$ cat config.mk
export PLATFORM = sky130hd
export DESIGN_NAME = multi_key_debounce_press_latch
export DESIGN_NICKNAME = d
export VERILOG_FILES = /design/src/mkdp_pkg.sv /design/src/mkdp_lane.sv /design/src/mkdp_merge.sv /design/src/multi_key_debounce_press_latch.sv
export SDC_FILE = /design/constraint.sdc
export NUM_CORES = 1
export LEC_CHECK = 0
export ABC_CLOCK_PERIOD_IN_PS = 4200
export BUFFER_PORTS_ARGS = -buffer_cell sky130_fd_sc_hd__buf_2
export CAP_MARGIN = 20
export CORE_MARGIN = 2
export CORE_UTILIZATION = 23
export CTS_CLUSTER_SIZE = 20
export DETAILED_ROUTE_END_ITERATION = 16
export GPL_TIMING_DRIVEN = 0
export PLACE_DENSITY = 0.44
export SETUP_SLACK_MARGIN = 0.02
export SYNTH_ARGS = -nofsm -noshare
export SYNTH_HDL_FRONTEND = slang
export SYNTH_SLANG_ARGS = --single-unit
$ cat constraint.sdc
create_clock -name clk -period 4.2 [get_ports clk]
set_input_delay 0.42 -clock clk [delete_from_list [all_inputs] [get_ports clk]]
set_output_delay 0.42 -clock clk [all_outputs]
set_load 0.01 [all_outputs]
$ cat src/mkdp_pkg.sv
// Package for the multi-key debounce block: sizes, op codes and word types.
`default_nettype none
package mkdp_pkg;

  // Key count and field widths
  localparam int NUM_KEYS = 3;
  localparam int CNT_W    = 4;
  localparam int CODE_W   = 2;
  localparam logic [CNT_W-1:0] TARGET_RESET = CNT_W'(3);

  // Operation codes
  typedef enum logic [1:0] {
    OP_INIT = 2'd0,
    OP_SCAN = 2'd1,
    OP_READ = 2'd2,
    OP_NONE = 2'd3
  } op_t;

  // Input word
  typedef struct packed {
    op_t                 op;
    logic [NUM_KEYS-1:0] pressed_bits;
  } in_word_t;

  // Result word
  typedef struct packed {
    logic [CODE_W-1:0]   event_code;
    logic [NUM_KEYS-1:0] stable_bits;
  } out_word_t;

  // Per-lane status toward the merge stage
  typedef struct packed {
    logic press;     // confirmed a new press this word
    logic level_nxt; // confirmed level after this word
  } lane_stat_t;

endpackage
`default_nettype wire

$ cat src/mkdp_lane.sv
// One debounce lane: last sample, run counter and confirmed level of one key.
`default_nettype none
module mkdp_lane
  import mkdp_pkg::*;
(
  input  wire logic             clk,
  input  wire logic             rst_n,
  input  wire logic             en,
  input  wire op_t              op,
  input  wire logic             sample,
  input  wire logic [CNT_W-1:0] target,
  output lane_stat_t            stat
);

  logic             last_r, last_nxt;
  logic             conf_r, conf_nxt;
  logic [CNT_W-1:0] cnt_r,  cnt_nxt;

  // Next state for the current word
  always_comb begin
    last_nxt   = last_r;
    conf_nxt   = conf_r;
    cnt_nxt    = cnt_r;
    stat.press = 1'b0;
    unique case (op)
      OP_INIT: begin
        last_nxt = sample;
        conf_nxt = sample;
        cnt_nxt  = '0;
      end
      OP_SCAN: begin
        if (sample == last_r) begin
          // saturate at the target
          if (cnt_r < target) cnt_nxt = cnt_r + CNT_W'(1);
        end else begin
          last_nxt = sample;
          cnt_nxt  = CNT_W'(1);
        end
        if (cnt_nxt >= target && sample != conf_r) begin
          conf_nxt   = sample;
          stat.press = sample;
        end
      end
      default: begin
      end
    endcase
    stat.level_nxt = conf_nxt;
  end

  always_ff @(posedge clk) begin
    if (!rst_n) begin
      last_r <= 1'b1;
      conf_r <= 1'b1;
      cnt_r  <= '0;
    end else if (en) begin
      last_r <= last_nxt;
      conf_r <= conf_nxt;
      cnt_r  <= cnt_nxt;
    end
  end

endmodule
`default_nettype wire

$ cat src/mkdp_merge.sv
// Merge stage: picks the winning press across lanes and holds the event latch.
`default_nettype none
module mkdp_merge
  import mkdp_pkg::*;
(
  input  wire logic              clk,
  input  wire logic              rst_n,
  input  wire logic              en,
  input  wire op_t               op,
  input  wire lane_stat_t        stat [NUM_KEYS],
  output logic [CODE_W-1:0]      event_code,
  output logic [NUM_KEYS-1:0]    stable_bits
);

  logic [CODE_W-1:0] pend_r, pend_nxt;
  logic [CODE_W-1:0] win_code;
  logic              win_any;

  // Highest-numbered confirming key wins
  always_comb begin
    win_code = '0;
    win_any  = 1'b0;
    for (int i = 0; i < NUM_KEYS; i++) begin
      stable_bits[i] = stat[i].level_nxt;
      if (stat[i].press) begin
        win_code = CODE_W'(i + 1);
        win_any  = 1'b1;
      end
    end
  end

  // Event latch update and read-out
  always_comb begin
    pend_nxt   = pend_r;
    event_code = '0;
    unique case (op)
      OP_INIT: pend_nxt = '0;
      OP_SCAN: if (win_any) pend_nxt = win_code;
      OP_READ: begin
        event_code = pend_r;
        pend_nxt   = '0;
      end
      default: begin
      end
    endcase
  end

  always_ff @(posedge clk) begin
    if (!rst_n) begin
      pend_r <= '0;
    end else if (en) begin
      pend_r <= pend_nxt;
    end
  end

  // Read returns nothing on other ops
  a_code_only_on_read: assert property (@(posedge clk) disable iff (!rst_n)
    event_code != '0 |-> op == OP_READ)
    else $error("event code outside read");

  // Init and read leave the latch empty
  a_clear_after_init_read: assert property (@(posedge clk) disable iff (!rst_n)
    en && (op == OP_INIT || op == OP_READ) |=> pend_r == '0)
    else $error("event latch not cleared");

endmodule
`default_nettype wire

$ cat src/multi_key_debounce_press_latch.sv
// Top level of the multi-key debounce block with a one-entry press-event latch.
//
// Usage:
//   Input channel (in_valid/in_stall/in_data) carries one word per op: init
//   from samples, scan tick or read-and-clear of the event latch. Each word
//   gives exactly one result word on out_valid/out_stall/out_data with the
//   event code (read only) and the confirmed level of every key.
//   All keys are processed in parallel lanes in the cycle a word is accepted;
//   the result is registered, and one word is taken every cycle while the
//   output drains.
//   A skid register behind the output register absorbs one word when the
//   receiver stalls; in_stall is raised only while the skid holds a word.
//   cfg_data writes the debounce target (number of equal samples needed); the
//   port is always ready and is meant to be written while the block is idle.
//   Reset (rst_n low, synchronous) sets all keys to pressed-and-confirmed
//   levels, clears counters and the event latch, and loads a target of 3.
`default_nettype none
module multi_key_debounce_press_latch
  import mkdp_pkg::*;
(
  input  wire logic             clk,
  input  wire logic             rst_n,
  input  wire logic             in_valid,
  output logic                  in_stall,
  input  wire in_word_t         in_data,
  output logic                  out_valid,
  input  wire logic             out_stall,
  output out_word_t             out_data,
  input  wire logic             cfg_valid,
  output logic                  cfg_ready,
  input  wire logic [CNT_W-1:0] cfg_data
);

  logic [CNT_W-1:0] target_r;
  logic             in_fire, out_fire;
  lane_stat_t       stat [NUM_KEYS];
  out_word_t        res;
  out_word_t        out_r, skid_r;
  logic             out_valid_r, skid_valid_r;

  assign cfg_ready = 1'b1;
  assign in_stall  = skid_valid_r;
  assign in_fire   = in_valid && !skid_valid_r;
  assign out_fire  = out_valid_r && !out_stall;
  assign out_valid = out_valid_r;
  assign out_data  = out_r;

  // Debounce target register
  always_ff @(posedge clk) begin
    if (!rst_n) begin
      target_r <= TARGET_RESET;
    end else if (cfg_valid && cfg_ready) begin
      target_r <= cfg_data;
    end
  end

  // One lane per key
  for (genvar k = 0; k < NUM_KEYS; k++) begin : g_lane
    mkdp_lane u_lane (
      .clk    (clk),
      .rst_n  (rst_n),
      .en     (in_fire),
      .op     (in_data.op),
      .sample (in_data.pressed_bits[k]),
      .target (target_r),
      .stat   (stat[k])
    );
  end

  // Merge lanes into the result word
  mkdp_merge u_merge (
    .clk         (clk),
    .rst_n       (rst_n),
    .en          (in_fire),
    .op          (in_data.op),
    .stat        (stat),
    .event_code  (res.event_code),
    .stable_bits (res.stable_bits)
  );

  // Output register with skid stage
  always_ff @(posedge clk) begin
    if (!rst_n) begin
      out_valid_r  <= 1'b0;
      skid_valid_r <= 1'b0;
    end else if (!out_valid_r || out_fire) begin
      if (skid_valid_r) begin
        out_valid_r  <= 1'b1;
        skid_valid_r <= 1'b0;
      end else begin
        out_valid_r <= in_fire;
      end
    end else if (in_fire) begin
      skid_valid_r <= 1'b1;
    end
  end

  always_ff @(posedge clk) begin
    if (!out_valid_r || out_fire) begin
      out_r <= skid_valid_r ? skid_r : res;
    end else if (in_fire) begin
      skid_r <= res;
    end
  end

  // Skid is only used behind a held output word
  a_skid_behind_out: assert property (@(posedge clk) disable iff (!rst_n)
    skid_valid_r |-> out_valid_r)
    else $error("skid holds a word with empty output");

  // An accepted word with a free output shows up next cycle
  a_out_follows: assert property (@(posedge clk) disable iff (!rst_n)
    in_fire && !skid_valid_r |=> out_valid_r)
    else $error("accepted word lost");

  // Input stalls only after output back-pressure
  a_stall_cause: assert property (@(posedge clk) disable iff (!rst_n)
    $rose(in_stall) |-> $past(out_valid_r && out_stall))
    else $error("input stalled without back-pressure");

endmodule
`default_nettype wire
==> out/summary.txt <==
highest-count cells in the layout ignoring fill and taps -> 26 x sky130_fd_sc_hd__dfxtp_1, 24 x sky130_fd_sc_hd__ha_1, 22 x sky130_fd_sc_hd__nor2_1
overall die height -> 108.1 µm
slowest cell delay on critical path -> 0.45 ns
Critical Path Fanout Max -> 6
switching part of the total power -> 24.42%
CP dominant cell by count -> sky130_fd_sc_hd__ha_1
DP HPWL -> 4.577 mm
flip-flop and latch count after synthesis -> 36
clock buffers created by TritonCTS -> 5
area grow syn2layout -> 17.02%
area of the core region -> 10700 µm²
cell taking the most area after synthesis -> sky130_fd_sc_hd__dfxtp_1
die area -> 11690 µm²
start-to-end type of the worst setup path -> flip-flop to flip-flop
synthesized area divided by synthesized cell count -> 9.441 µm²
leakage -> 1.171 nW
Yosys warning count -> 0
total power of the final layout -> 0.0009589 W
boundary pin count -> 22
fraction of post-synthesis cell area in the top cell type by area -> 20.88%
final hold violations -> 0
All-Layer GR Usage -> 11.53%
share of post-route cells with drive strength above 1 -> 17.93%
predominant post-synthesis flop cell -> sky130_fd_sc_hd__dfxtp_1
pre-CTS setup slack -> 0.5400 ns
switching power -> 0.0002341 W
Worst slew margin -> 61.25%
clock transition time at the flip-flop clock pins of the worst setup and hold paths -> 0.08 ns
PwrDens -> 328.8 nW/µm²
Pint -> 0.0007247 W
maximum frequency from static timing analysis -> 0.2701 GHz
most frequent standard cell in the layout excluding fill and tap cells -> sky130_fd_sc_hd__dfxtp_1
hold crit path type -> primary input to flip-flop
clock latency on the worst-skew pair -> 0.30 ns
post-synthesis cell area -> 2492 µm²
cells taking the most area after synthesis -> sky130_fd_sc_hd__dfxtp_1 21%, sky130_fd_sc_hd__edfxtp_1 12%, sky130_fd_sc_hd__ha_1 12%, sky130_fd_sc_hd__a2111oi_4 4.4%, sky130_fd_sc_hd__nor2_1 3.3%
largest clock skew in the final design -> 0.009944 ns
sort of element at the end of the critical path -> flip-flop
arrival time of data at the critical path endpoint -> 3.82 ns
relative contribution of combinational cells to total power -> 14.5%
clock tree from TritonCTS -> done
wire length of the first global-routing pass -> 10.54 mm
required time of the critical path -> 4.32 ns
cts-stage hold buffer count -> 0
fin worst setup slack -> 0.4978 ns
part of the power in registers -> 39.6%
number of violations of the max-capacitance limit -> 0
final design utilization -> 27.26%
pin count of the biggest net entering global routing -> 13
crit path max-delay cell type -> sky130_fd_sc_hd__a2111o_1
DRT iter0 DRCs -> 52
first-pass iteration count of the detailed router -> 4
routability-driven placement congestion ratio -> 0.7789
routed wire length -> 6.231 mm
ratio of final minimum period to clock period -> 88.15%
clock network power share -> 45.9%
Remaining DRCs -> 0
detail-routed via count per cell -> 4.709
number of setup buffers added after CTS -> 0
horizontal extent of the die -> 108.1 µm
RSZ-0062 raised after global routing -> false
post-route cell area -> 2917 µm²
antenna violation net count after detailed routing -> 0
initial antenna violation count -> 0
worst-case clock buffer depth -> 2
synthesized instance count -> 264
vias in the first global route -> 2025
number of nets in the layout -> 327
number of placement rows -> 38
count of instances resized after the clock tree is built -> 0
Worst VDD drop -> 0.1174 mV
outcome -> completed
clock tree root buffer cell -> sky130_fd_sc_hd__clkbuf_8
shortest clock period the worst path allows after layout -> 3.702 ns
share of synthesized registers carrying an async set or reset -> 0%
count of inserted antenna diode cells -> 0
max-slew violation total from the final report -> 0
post-synth cell types -> 59
starting density of the core -> 23.30%
Synth Net Count -> 302
clock tree sinks -> 36
number of enable-type register cells in the synthesized netlist -> 10
final setup violating endpoints -> 0
transition at the pin with the smallest max-transition slack -> 0.5813 ns
grt ovf -> 0
sort of element at the start of the critical path -> flip-flop
cell-by-cell listing of the critical path -> inv_1 -> ha_1 -> or2_2 -> a21oi_1 -> nor3_1 -> nor3b_1 -> ha_1 -> nand2b_1 -> a2111o_1 -> a21boi_1 -> nor2_1 -> o311ai_1
count of input and output buffers -> 18
CTS H-Tree Depth -> 2
cell area reported after detailed placement -> 2758 µm²
TNS Setup -> 0 ns
via count of the routed design -> 2025
sequential share of the synthesized area -> 32.93%
Routed wire per std cell -> 14.49 µm
## power groups by stage
stage | Clock, W | Combinational (W) | Sequential, W
2_1_floorplan | 0 | 0.0000955 | 0.000389
3_3_place_gp | 0 | 0.000139 | 0.000388
3_5_place_dp | 0 | 0.000139 | 0.000388
4_1_cts | 0.000447 | 0.000140 | 0.000380
5_1_grt | 0.000464 | 0.000158 | 0.000382
6_report | 0.000440 | 0.000139 | 0.000379
## flip-flops by register name (all words and copies together), names as in the netlist
| name | cells |
|---|---|
| out_data | 5 |
| target_r | 4 |
| in_stall | 1 |
| g_lane.u_lane.cnt_r | 12 |
| g_lane.u_lane.last_r | 3 |
| g_lane.u_lane.conf_r | 3 |
| skid_r | 5 |
| u_merge.pend_r | 2 |
| out_valid | 1 |
## cells by family after synthesis
kind of cell	count (synthesis)	share of synthesized area (%)
simple gates	91	19.43
mux	11	4.568
xor+xnor	9	3.163
fa+ha+maj	24	12.05
flops	36	32.93
compound gates	67	22.64
buf+inv	25	5.069
other cells	1	0.1505
## layout make-up
| cell class | instances | area, µm² |
|---|---|---|
| tap | 140 | 175.2 |
| timing repair buffer | 18 | 90.09 |
| multi-input combinational | 203 | 1545 |
| fill | 1142 | 7781 |
| clock buffer | 5 | 68.82 |
| sequential | 36 | 820.8 |
| clock inverter | 3 | 90.09 |
| buffer | 9 | 66.31 |
| inverter | 16 | 60.06 |
## worst max-delay path: cells and delay by family, from the launching register on
kind	cells	cell delay (ns)
flops	1	0.32
fa+ha+maj	2	0.56
buf+inv	1	0.25
compound gates	4	1.42
simple gates	5	0.97
## routing by layer
metal	track usage (%)	vias to the layer above	part of all wire, %
met5	0	-	0
met4	2.198	0	0.77
met3	2.230	4	3.2
met1	14.98	950	50
met2	19.95	30	46
li1	-	1041	-
## metrics by stage
stage	instances	hold slack [ns]
floorplan	264	0.4459
global placement	422	0.4652
detailed placement	422	0.4673
CTS	430	0.3320
global route	430	0.3449
finish	430	0.3306
## final timing paths
kind                            cells past startpoint  slack (ns)                             end                           start
worst max-delay path                               12        0.50           out_data[1]$_DFFE_PP_        target_r[2]$_SDFFE_PN0P_
worst min-delay path                                3        0.33        target_r[0]$_SDFFE_PN1P_                     cfg_data[0]
worst max register to register                     12        0.50           out_data[1]$_DFFE_PP_        target_r[2]$_SDFFE_PN0P_
worst min register to register                      2        0.47  u_merge.pend_r[1]$_SDFFE_PN0P_  u_merge.pend_r[1]$_SDFFE_PN0P_
## Yosys cell counts (5+ instances only)
cell	instances
sky130_fd_sc_hd__or3_1	5
sky130_fd_sc_hd__nand3_1	6
sky130_fd_sc_hd__a31oi_1	6
sky130_fd_sc_hd__nor2_1	22
sky130_fd_sc_hd__xor2_1	7
sky130_fd_sc_hd__mux2i_1	8
sky130_fd_sc_hd__dfxtp_1	26
sky130_fd_sc_hd__nor3_1	8
sky130_fd_sc_hd__edfxtp_1	10
sky130_fd_sc_hd__nand2b_1	10
sky130_fd_sc_hd__o21ai_0	12
sky130_fd_sc_hd__inv_1	15
sky130_fd_sc_hd__ha_1	24
sky130_fd_sc_hd__a21oi_1	9
sky130_fd_sc_hd__nand2_1	17
Note: power is estimated with default switching activity, not from simulation.
